===== src/rtl/wfc_pkg.sv =====
package wfc_pkg;

	localparam int ADDR_W          = 32;
	localparam int PORT_W          = 16;
	localparam int PKT_W           = 4;
	localparam int CNT_W           = 7;
	localparam int MIN_W           = 4;
	localparam int IN_DATA_W       = 2 * ADDR_W + 2 * PORT_W;
	localparam int OUT_DATA_W      = 8;
	localparam int DEF_FLOW_SLOTS  = 64;
	localparam int QUEUE_DEPTH     = 2;

	localparam logic [PKT_W-1:0] PKT_MAX         = '1;
	localparam logic [CNT_W-1:0] CNT_MAX         = '1;
	localparam logic [MIN_W-1:0] MIN_PACKETS_RST = MIN_W'(2);

	// direction-free flow key: each address pair and port pair stored as lower and higher value
	typedef struct packed {
		logic [PORT_W-1:0] port_hi;
		logic [PORT_W-1:0] port_lo;
		logic [ADDR_W-1:0] addr_hi;
		logic [ADDR_W-1:0] addr_lo;
	} key_t;

	typedef struct packed {
		logic last;
		key_t key;
	} item_t;

endpackage


===== src/rtl/wfc_front.sv =====
module wfc_front (
	input  logic            clk,
	input  logic            arst_n,
	input  logic            in_valid,
	output logic            in_ready,
	input  logic [wfc_pkg::ADDR_W-1:0] from_addr,
	input  logic [wfc_pkg::ADDR_W-1:0] dst_addr,
	input  logic [wfc_pkg::PORT_W-1:0] src_port,
	input  logic [wfc_pkg::PORT_W-1:0] dst_port,
	input  logic            window_end,
	output wfc_pkg::item_t  head,
	output logic            head_valid,
	input  logic            pop
);
	import wfc_pkg::*;

	localparam int PTR_W = (QUEUE_DEPTH > 1) ? $clog2(QUEUE_DEPTH) : 1;
	localparam int OCC_W = $clog2(QUEUE_DEPTH + 1);

	item_t             slot_q [QUEUE_DEPTH];
	logic [PTR_W-1:0]  wr_ptr_q;
	logic [PTR_W-1:0]  rd_ptr_q;
	logic [OCC_W-1:0]  occ_q;
	item_t             item;
	logic              push;

	// order each pair so both directions give the same key
	always_comb begin
		item.last = window_end;
		if (from_addr < dst_addr) begin
			item.key.addr_lo = from_addr;
			item.key.addr_hi = dst_addr;
		end else begin
			item.key.addr_lo = dst_addr;
			item.key.addr_hi = from_addr;
		end
		if (src_port < dst_port) begin
			item.key.port_lo = src_port;
			item.key.port_hi = dst_port;
		end else begin
			item.key.port_lo = dst_port;
			item.key.port_hi = src_port;
		end
	end

	assign in_ready   = (occ_q != OCC_W'(QUEUE_DEPTH));
	assign push       = in_valid && in_ready;
	assign head_valid = (occ_q != '0);
	assign head       = slot_q[rd_ptr_q];

	always_ff @(posedge clk) begin
		if (push) begin
			slot_q[wr_ptr_q] <= item;
		end
	end

	always_ff @(posedge clk or negedge arst_n) begin
		if (!arst_n) begin
			wr_ptr_q <= '0;
			rd_ptr_q <= '0;
			occ_q    <= '0;
		end else begin
			if (push) begin
				wr_ptr_q <= (wr_ptr_q == PTR_W'(QUEUE_DEPTH - 1)) ? '0 : wr_ptr_q + 1'b1;
			end
			if (pop) begin
				rd_ptr_q <= (rd_ptr_q == PTR_W'(QUEUE_DEPTH - 1)) ? '0 : rd_ptr_q + 1'b1;
			end
			if (push && !pop) begin
				occ_q <= occ_q + 1'b1;
			end else if (pop && !push) begin
				occ_q <= occ_q - 1'b1;
			end
		end
	end

endmodule


===== config.mk =====
export PLATFORM = sky130hd
export DESIGN_NAME = wfc_front
export DESIGN_NICKNAME = d
export VERILOG_FILES = /design/src/rtl/wfc_pkg.sv /design/src/rtl/wfc_front.sv
export SDC_FILE = /design/constraint.sdc
export NUM_CORES = 1
export LEC_CHECK = 0
export ABC_AREA = 1
export BUFFER_PORTS_ARGS = -buffer_cell sky130_fd_sc_hd__buf_2
export CAP_MARGIN = 20
export CORE_MARGIN = 2
export CORE_UTILIZATION = 40
export CTS_BUF_LIST = sky130_fd_sc_hd__clkbuf_8
export CTS_CLUSTER_DIAMETER = 120
export CTS_CLUSTER_SIZE = 16
export DETAILED_ROUTE_END_ITERATION = 7
export GPL_TIMING_DRIVEN = 0
export HOLD_SLACK_MARGIN = 0.12
export PLACE_DENSITY = 0.61
export SLEW_MARGIN = 40
export SYNTH_ARGS = -nofsm -noshare
export SYNTH_HDL_FRONTEND = slang
export SYNTH_SLANG_ARGS = --single-unit

===== constraint.sdc =====
create_clock -name clk -period 4.95 [get_ports clk]
set_input_delay 0.495 -clock clk [delete_from_list [all_inputs] [get_ports clk]]
set_output_delay 0.495 -clock clk [all_outputs]
set_load 0.02 [all_outputs]

==> qor.csv, run 1 <==
metric;value;unit
status;completed;
root_buffer;clkbuf_8;
ys_warn_count;0;
cts_buffers;17;
syn_inst;814;
io_pins;200;
drive_gt1_share;36.3;%
ctsLongestPathBuffers;2;
max-cap-violations;0;
yosysSeqAreaShare;60.9;%
die_width;160;um
ir_worst_vdd;180;uV
tightest_slew;0.531;ns
drt-wirelength-per-cell;17.0;um
fin_crit;2.92;ns
fillers;2281;
wl_met3;1.12;mm
path_delay_family;buffers and inverters;
hold_path_class;in2reg;
yosys.cell_types.count;27;
slowest_delay;0.42;ns
utilization;48.8;%
fin_area;11800;um^2
cts_tree;built;
area_delta_synth_final;20.9;%
drt-met1-wl;10.8;mm
finalMaxSlewViolations;0;
wl_met2;11.2;mm
drt-total-wl;23.6;mm
start_util;40.3;%
gr-total-overflow;0;
power.density;497;nW/um^2
dp_hpwl;17.4;mm
die_area;25600;um^2
clkTransAtPathRegs;0.10;ns
place_area;11400;um^2
critPathLaunchType;flip-flop;
fp.dieH;160;um
final_nets;1193;
cpMostUsedCell;buf_2;
path_buf_inv;4;
gp_congestion;0.819;
numClockSinks;198;
rsz0062_at_grt;false;
synth_fp_nets;962;
grt_pass1_vias;6528;
antenna_left;0;
relSlewSlack;64.6;%
routed_via_density;4.95;
ff_latch_area;5930;um^2
antenna_found_initial;3;
crit_fanout;10;
worst_clock_skew;0.0110;ns
fp.coreArea;24100;um^2
cp-end-kind;primary output;
clk_latency;0.45;ns
grt_max_degree;18;
fin_cells;1384;
ys_ff_latch;198;
path_cells;clkbuf_1 > buf_2 > buf_2 > mux2_2 > buf_2;
crit_path_top_delay_cell;clkbuf_1;
cp.required;4.45;ns
timing.final.crit_share;59.1;%
track_usage;18.3;%
post-place-cells;1349;
leakage;5.15;nW
multi_input_area;3330;um^2
cts_htree_levels;4;
rows;57;
first_pass_iters;7;
drt_iter0_markers;440;
final_hold_viol_count;0;
timing.hold.ws;0.231;ns
cts_resized;0;
port_buffers;199;
p_total;5.85;mW
finalSetupViolations;0;
grt_pass1_wl;35.8;mm
synthesis.area;9720;um^2
fmaxAchievable;342;MHz
arrival;2.43;ns
worstSetupPathType;reg2out;
top_layer;met5;
synth.avg_cell_area;11.9;um^2
via_count;6849;
route.detailed.drc;0;
per-stage QoR:
step	setup TNS [ns]	worst slack, ns
floorplan	0	1.24
global placement	-87.09	-0.466
detailed placement	0	2.29
CTS	0	1.92
global route	0	1.84
finish	0	2.03
final cells by class:
cell class / instances / area share [%]
clock buffers: 17 / 1.99
clock inverters: 15 / 1.10
inverters: 64 / 2.04
well taps: 324 / 3.45
diodes: 2 / 0.0426
plain buffers: 38 / 2.09
multi-input cells: 514 / 28.3
flip-flops and latches: 198 / 50.4
repair buffers: 212 / 10.6
layout by cell type, fill, tap and decap left out, types with 2 or more instances in the layout:
master and instances:
o21ai_2 4, nor2_1 9, clkbuf_1 2, dfrtp_1 4, nor2_4 2, clkinvlp_4 2, buf_6 4, buf_4 13
o21ai_0 16, diode_2 2, nand3_1 83, o21ai_1 3, a21oi_1 23, inv_1 66, edfxtp_1 194, nor2_2 2
nand2_2 2, clkinv_1 2, buf_2 218, clkinv_4 2, xor2_1 2, nand4_1 4, buf_8 7, nand2_4 2
inv_6 4, mux2_2 97, clkbuf_8 17, nor3_1 2, buf_16 5, nand2_1 211, ha_1 47
logic make-up after synthesis:
logic type / after synthesis / share of synthesized area (%)
AO/OA/AOI/OAI: 49 / 2.75
buffers and inverters: 102 / 4.99
AND/OR/NAND/NOR: 318 / 13.8
XOR/XNOR: 3 / 0.270
multiplexers: 97 / 11.2
adder cells (fa/ha/maj): 47 / 6.05
flip-flops: 198 / 60.9
worst paths after layout:
kind	slack [ns]	start	cells after the start	to
max	2.03	rd_ptr_q	5	head[67]
min	0.23	window_end	1	slot_q[0][96]
max reg2reg	2.97	occ_q[0]	7	slot_q[1][28]
min reg2reg	0.48	occ_q[0]	1	occ_q[0]
max in group asynchronous	4.45	arst_n	2	rd_ptr_q
min in group asynchronous	0.36	arst_n	2	wr_ptr_q
flip-flops by register name, summed over array words and instances (netlist names):
name and count:
rd_ptr_q 1, occ_q 2, slot_q 194, wr_ptr_q 1
layer usage:
metal / up-vias / global-route usage (%)
li1: 3322 / -
met1: 3297 / 25.0
met2: 201 / 29.8
met3: 27 / 3.40
met4: 2 / 5.73
met5: - / 0
power by group:
part | switching [mW] | total [mW] | internal, mW
Combinational | 1.50 | 2.44 | 0.941
Sequential | 0.0768 | 2.42 | 2.35
Clock | 0.586 | 0.988 | 0.402
Total | 2.16 | 5.85 | 3.69
what timing repair did:
item                      4_1_cts  5_1_grt
hold endpoints to repair        4        0
buffers inserted                0        0
hold buffers                    1        0
cell usage after synthesis:
master    count  share of area [%]
o21ai_2       4               0.36
nand3b_1      1              0.077
nor2_2        2               0.13
nand4_1       4               0.26
nand3_1      83                4.3
ha_1         47                6.0
nand2_1     211                8.1
nand2_2       2               0.13
o21ai_1       3               0.15
o211ai_1      1              0.077
edfxtp_1    194                 60
a211oi_1      1              0.077
clkbuf_1      2              0.077
nor2_1       11               0.42
buf_6         4               0.46
a21oi_1      23                1.2
buf_2        19               0.98
nand2_4       2               0.23
nor3_1        2               0.10
mux2_2       97                 11
xor2_1        2               0.18
dfrtp_1       4                1.0
inv_1        64                2.5
xnor2_1       1              0.090
buf_4        13                1.0
o21ai_0      16               0.82
o21a_1        1              0.077
Note: power is estimated with default switching activity, not from simulation.
==> run 2: changes to the inputs <==
clock period = 2.6 ns   (was 4.95 ns; I/O delays follow)
==> qor.csv, run 2 (synthesized netlist as in run 1, its figures left out) <==
metric;value;unit;change
via_count;7026;;+2.6%
finalMaxSlewViolations;0;;unchanged
cp.required;2.82;ns;-1.63 ns
io_pins;200;;unchanged
port_buffers;199;;unchanged
leakage;5.41;nW;+5.1%
path_delay_family;buffers and inverters;;
first_pass_iters;8;;+1
rr_startpoint;occ_q[0];;
arrival;2.74;ns;+0.31 ns
numClockSinks;198;;unchanged
power.density;906;nW/um^2;+82%
drive_gt1_share;34.6;%;-1.7 points
grt_pass1_wl;37.7;mm;+5.3%
fmaxAchievable;397;MHz;
power.internal;7.14;mW;+93%
path_cells;dlygate4sd3_1 > buf_2 > inv_1 > ha_1 > a21oi_1 > nand3b_1 > a21oi_1 > nor2_2 > nand2_2 > clkbuf_1 > o21ai_0;;
clk_latency;0.46;ns;about the same
fp.coreArea;24100;um^2;unchanged
area_delta_synth_final;27.6;%;
relSlewSlack;66.2;%;+1.5 points
reg_top3;slot_q (194), occ_q (2);;
p_sw;4.10;mW;+90%
swShare;36.5;%;-0.41 points
clkTransAtPathRegs;0.10;ns;about the same
antenna_found_initial;0;;-3
cpMostUsedCell;a21oi_1;;
dp_hpwl;17.2;mm;-1.1%
root_buffer;clkbuf_8;;
gr-total-overflow;0;;unchanged
crit_path_top_delay_cell;dlygate4sd3_1;;
fin_area;12400;um^2;+5.5%
die_width;160;um;unchanged
pre_cts_slack;0.183;ns;-2.11 ns
clkPwrFrac;16.5;%;-0.4 points
worstSetupPathType;in2reg;;
cts_htree_levels;4;;unchanged
ctsLongestPathBuffers;2;;unchanged
drt-wirelength-per-cell;16.7;um;-1.7%
finalSetupViolations;0;;unchanged
route.detailed.drc;0;;unchanged
fillers;2196;;-3.7%
final_nets;1253;;+5.0%
grt_pass1_vias;7013;;+7.4%
max-cap-violations;0;;unchanged
gp_congestion;0.831;;+1.4%
utilization;51.5;%;+2.7 points
die_area;25600;um^2;unchanged
r2r_end;slot_q[1][53];;
hold_path_class;in2reg;;
largest_register;slot_q;;
tightest_slew;0.508;ns;-0.0229 ns
place_area;11400;um^2;+0.37%
worst_clock_skew;0.0133;ns;+0.00232 ns
drt-total-wl;24.1;mm;+2.4%
path_depth;11;;+6
critPathLaunchType;primary input;;
track_usage;19.0;%;+0.69 points
fin_crit;2.52;ns;
comb_power_share;42.2;%;+0.5 points
grt_max_degree;19;;+1
slowest_delay;0.52;ns;+0.10 ns
drt_iter0_markers;469;;+6.6%
rsz0062_at_grt;false;;
crit_fanout;10;;unchanged
most-common-layout-cells;218 x buf_2, 209 x nand2_1, 194 x edfxtp_1, 97 x mux2_2, 83 x nand3_1;;
reg2reg_depth;7;;unchanged
endpoint;slot_q[1][88];;
rows;57;;unchanged
antenna-diode-count;0;;-2
fp.dieH;160;um;unchanged
cts_tree;built;;
cts_buffers;17;;unchanged
final_hold_viol_count;0;;unchanged
path_buf_inv;4;;unchanged
antenna_left;0;;unchanged
crit_start;dst_port[9];;
ir_worst_vdd;471;uV;+160%
largest_reg_flops;194;;unchanged
routed_via_density;4.87;;-1.5%
start_util;40.3;%;unchanged
seq_power_share;41.3;%;about the same
layout_setup_ws;0.0811;ns;-1.94 ns
timing.final.crit_share;96.9;%;
layout_commonest_cell;buf_2;;
status;completed;;
reg2reg_slack;0.70;ns;-2.27 ns
cp-end-kind;flip-flop;;
[run 2: worst min-delay path by stage]
stage | to | slack [ns] | cells past startpoint | startpoint
finish | slot_q[0][0] | 0.14 | 3 | dst_addr[0]
global route | slot_q[1][19] | 0.13 | 3 | dst_addr[19]
CTS | slot_q[1][44] | 0.12 | 3 | from_addr[12]
detailed placement | occ_q[1] | 0.07 | 1 | arst_n
global placement | occ_q[1] | 0.07 | 1 | arst_n
floorplan | occ_q[0] | -0.04 | 0 | arst_n
[run 2: final cells by class]
| type | instances | area [um^2] | area share, % |
|---|---|---|---|
| buffer | 37 | 241 | 1.95 |
| multi-input combinational | 514 | 3330 | 26.9 |
| clock buffer | 18 | 248 | 2.00 |
| sequential | 198 | 5930 | 47.8 |
| tap | 324 | 405 | 3.27 |
| inverter | 64 | 240 | 1.94 |
| timing repair buffer | 273 | 1900 | 15.3 |
| clock inverter | 14 | 114 | 0.918 |
[run 2: worst min-delay path: stages]
cell     delay (ns)
buf_2          0.11
nand2_1        0.05
nand2_1        0.07
[run 2: stage by stage]
step	power (mW)	cells	setup TNS (ns)	hold slack, ns
after floorplan	7.64	814	0	-0.0356
after global placement	9.13	1337	-159.28	0.0714
after detailed placement	9.45	1349	0	0.0740
after CTS	11.4	1440	0	0.120
after global routing	11.9	1442	0	0.126
final	11.2	1442	0	0.139
[run 2: routing by layer]
| layer | up-vias | share of wire, % | global-route usage, % |
|---|---|---|---|
| met1 | 3391 | 46 | 26.0 |
| met4 | 0 | 1.5 | 5.20 |
| met5 | - | 0 | 0 |
| met2 | 178 | 48 | 31.5 |
| met3 | 24 | 4.2 | 2.99 |
| li1 | 3433 | - | - |
[run 2: repair_timing]
| action | 4_1_cts | 5_1_grt |
|---|---|---|
| buffers inserted | 0 | 0 |
| hold buffers | 60 | 2 |
| resized for setup | 1 | 1 |
| setup endpoints to repair | 21 | 2 |
| pin swaps | 0 | 0 |
| endpoints found under the hold margin | 118 | 4 |
[run 2: power by group through the flow]
stage               clock (mW)  sequential, mW  combinational (mW)
floorplan                    0            4.69                2.95
finish                    1.85            4.65                4.75
CTS                       1.92            4.66                4.82
detailed placement           0            4.70                4.76
global placement             0            4.73                4.39
global route              2.04            4.72                5.10
==> run 3: changes to the inputs <==
CTS_BUF_LIST = not set   (was sky130_fd_sc_hd__clkbuf_8)
TNS_END_PERCENT = 10   (was not set)
==> qor.csv, run 3 (synthesized netlist as in run 1, its figures left out) <==
metric;value;unit;change
setup_tns;0;ns;unchanged
ff_latch_area;5930;um^2;unchanged
antenna_left;0;;unchanged
finalSetupViolations;0;;unchanged
critPathLaunchType;primary input;;
leakage;5.25;nW;-3.1%
final_nets;1196;;-4.5%
cts_tree;built;;
layout_setup_ws;0.205;ns;+0.124 ns
track_usage;18.5;%;-0.44 points
antenna_found_initial;3;;+3
power.internal;7.67;mW;+7.4%
drive_gt1_share;36.5;%;+1.9 points
fp.dieH;160;um;unchanged
largest_register;slot_q;;
die_width;160;um;unchanged
tightest_slew;0.499;ns;-0.00836 ns
reg2reg_slack;0.70;ns;about the same
reg_top3;slot_q (194), occ_q (2);;
cts_buffers;17;;unchanged
grt_pass1_vias;6752;;-3.7%
fin_crit;2.39;ns;-0.124 ns
drt_iter0_markers;481;;+2.6%
cts_htree_levels;4;;unchanged
rows;57;;unchanged
timing.final.crit_share;92.1;%;-4.8 points
grt_max_degree;19;;unchanged
gp_congestion;0.831;;unchanged
power.density;981;nW/um^2;+8.2%
hold_path_class;in2reg;;
largest_reg_flops;194;;unchanged
multi_input_area;3330;um^2;unchanged
first_pass_iters;5;;-3
area_delta_synth_final;23.8;%;
place_area;11400;um^2;unchanged
comb_power_share;39.5;%;-2.7 points
ir_worst_vdd;461;uV;-2.1%
fmaxAchievable;418;MHz;+5.2%
grt_pass1_wl;36.7;mm;-2.8%
drt-wirelength-per-cell;17.0;um;+1.5%
route.detailed.drc;0;;unchanged
cp-end-kind;flip-flop;;
worst_clock_skew;0.0114;ns;-0.00195 ns
io_pins;200;;unchanged
fin_cells;1388;;-3.7%
post-place-cells;1349;;unchanged
final_hold_viol_count;0;;unchanged
start_util;40.3;%;unchanged
rsz0062_at_grt;false;;
max-cap-violations;0;;unchanged
crit_fanout;10;;unchanged
dp_hpwl;17.2;mm;unchanged
fp.coreArea;24100;um^2;unchanged
clkTransAtPathRegs;0.07;ns;-0.03 ns
ctsLongestPathBuffers;2;;unchanged
p_sw;4.14;mW;+0.85%
port_buffers;199;;unchanged
die_area;25600;um^2;unchanged
status;completed;;
finalMaxSlewViolations;0;;unchanged
numClockSinks;198;;unchanged
most-common-layout-cells;218 x buf_2, 209 x nand2_1, 194 x edfxtp_1, 97 x mux2_2, 83 x nand3_1;;
drt-total-wl;23.6;mm;-2.3%
timing.hold.ws;0.145;ns;+0.00546 ns
arrival;2.60;ns;-0.14 ns
gr-total-overflow;0;;unchanged
clk_latency;0.43;ns;-0.03 ns
fin_area;12000;um^2;-3.0%
via_count;6813;;-3.0%
cp.required;2.80;ns;-0.02 ns
layout_commonest_cell;buf_2;;
relSlewSlack;66.7;%;+0.56 points
fillers;2239;;+2.0%
clkPwrFrac;21.1;%;+4.6 points
swShare;35.1;%;-1.4 points
seq_power_share;39.4;%;-1.9 points
pre_cts_slack;0.183;ns;unchanged
worstSetupPathType;in2reg;;
routed_via_density;4.91;;+0.74%
root_buffer;clkbuf_16;;
## run 3: cell types whose count changed in the layout (fill, tap and decap cells not counted)
cell / previous run / this run
dlygate4sd3_1: 62 / 5
clkbuf_16: 0 / 17
clkbuf_8: 18 / 1
clkbuf_1: 1 / 5
inv_1: 68 / 64
diode_2: 0 / 3
## run 3: worst max-delay path: stages
cell and delay, ns:
dlygate4sd3_1 0.52, buf_2 0.11, inv_1 0.05, ha_1 0.29
a21oi_1 0.13, nor2_1 0.05, a211oi_1 0.19, nand2_1 0.13
nand2_4 0.13, nand2_2 0.08, clkbuf_1 0.27, o21ai_0 0.39
## run 3: what timing repair did
| action | 4_1_cts | 5_1_grt |
|---|---|---|
| hold endpoints to repair | 11 | 0 |
| hold buffers | 5 | 0 |
| gates resized for setup | 1 | 1 |
| setup buffers | 0 | 0 |
| endpoints found under the setup margin | 20 | 2 |
## run 3: stage by stage
| step | utilization [%] | power, mW |
|---|---|---|
| floorplan | - | 7.64 |
| global placement | 46.2 | 9.13 |
| detailed placement | 47.4 | 9.45 |
| CTS | 49.9 | 12.0 |
| global route | 49.9 | 12.4 |
| finish | 49.9 | 11.8 |
## run 3: layout make-up
type                    count  area share, %
clock buffers              22           3.77
inverters                  64           2.00
plain buffers              37           2.01
multi-input cells         514           27.7
clock inverters            10          0.821
flip-flops and latches    198           49.3
well taps                 324           3.37
diodes                      3         0.0624
repair buffers            216           11.0
## run 3: power by group through the flow
stage	Combinational, mW	Sequential, mW	Clock, mW
finish	4.66	4.65	2.49
global route	5.02	4.72	2.69
CTS	4.76	4.66	2.57
detailed placement	4.76	4.70	0
global placement	4.39	4.73	0
floorplan	2.95	4.69	0
## run 3: worst paths after layout
path                            endpoint  depth (start not counted)          from
min reg2reg                     occ_q[0]                          1      occ_q[0]
max                        slot_q[1][88]                         12   dst_port[5]
min in group asynchronous       occ_q[1]                          2        arst_n
max reg2reg                slot_q[1][53]                          7      occ_q[0]
max in group asynchronous       rd_ptr_q                          2        arst_n
min                        slot_q[0][79]                          3  dst_port[15]
## run 3: metal layers
metal / global-route usage, % / up-vias / part of all wire (%)
li1: - / 3327 / -
met1: 25.3 / 3266 / 45
met2: 30.3 / 192 / 48
met3: 3.69 / 28 / 5.1
met4: 5.24 / 0 / 1.8
met5: 0 / - / 0
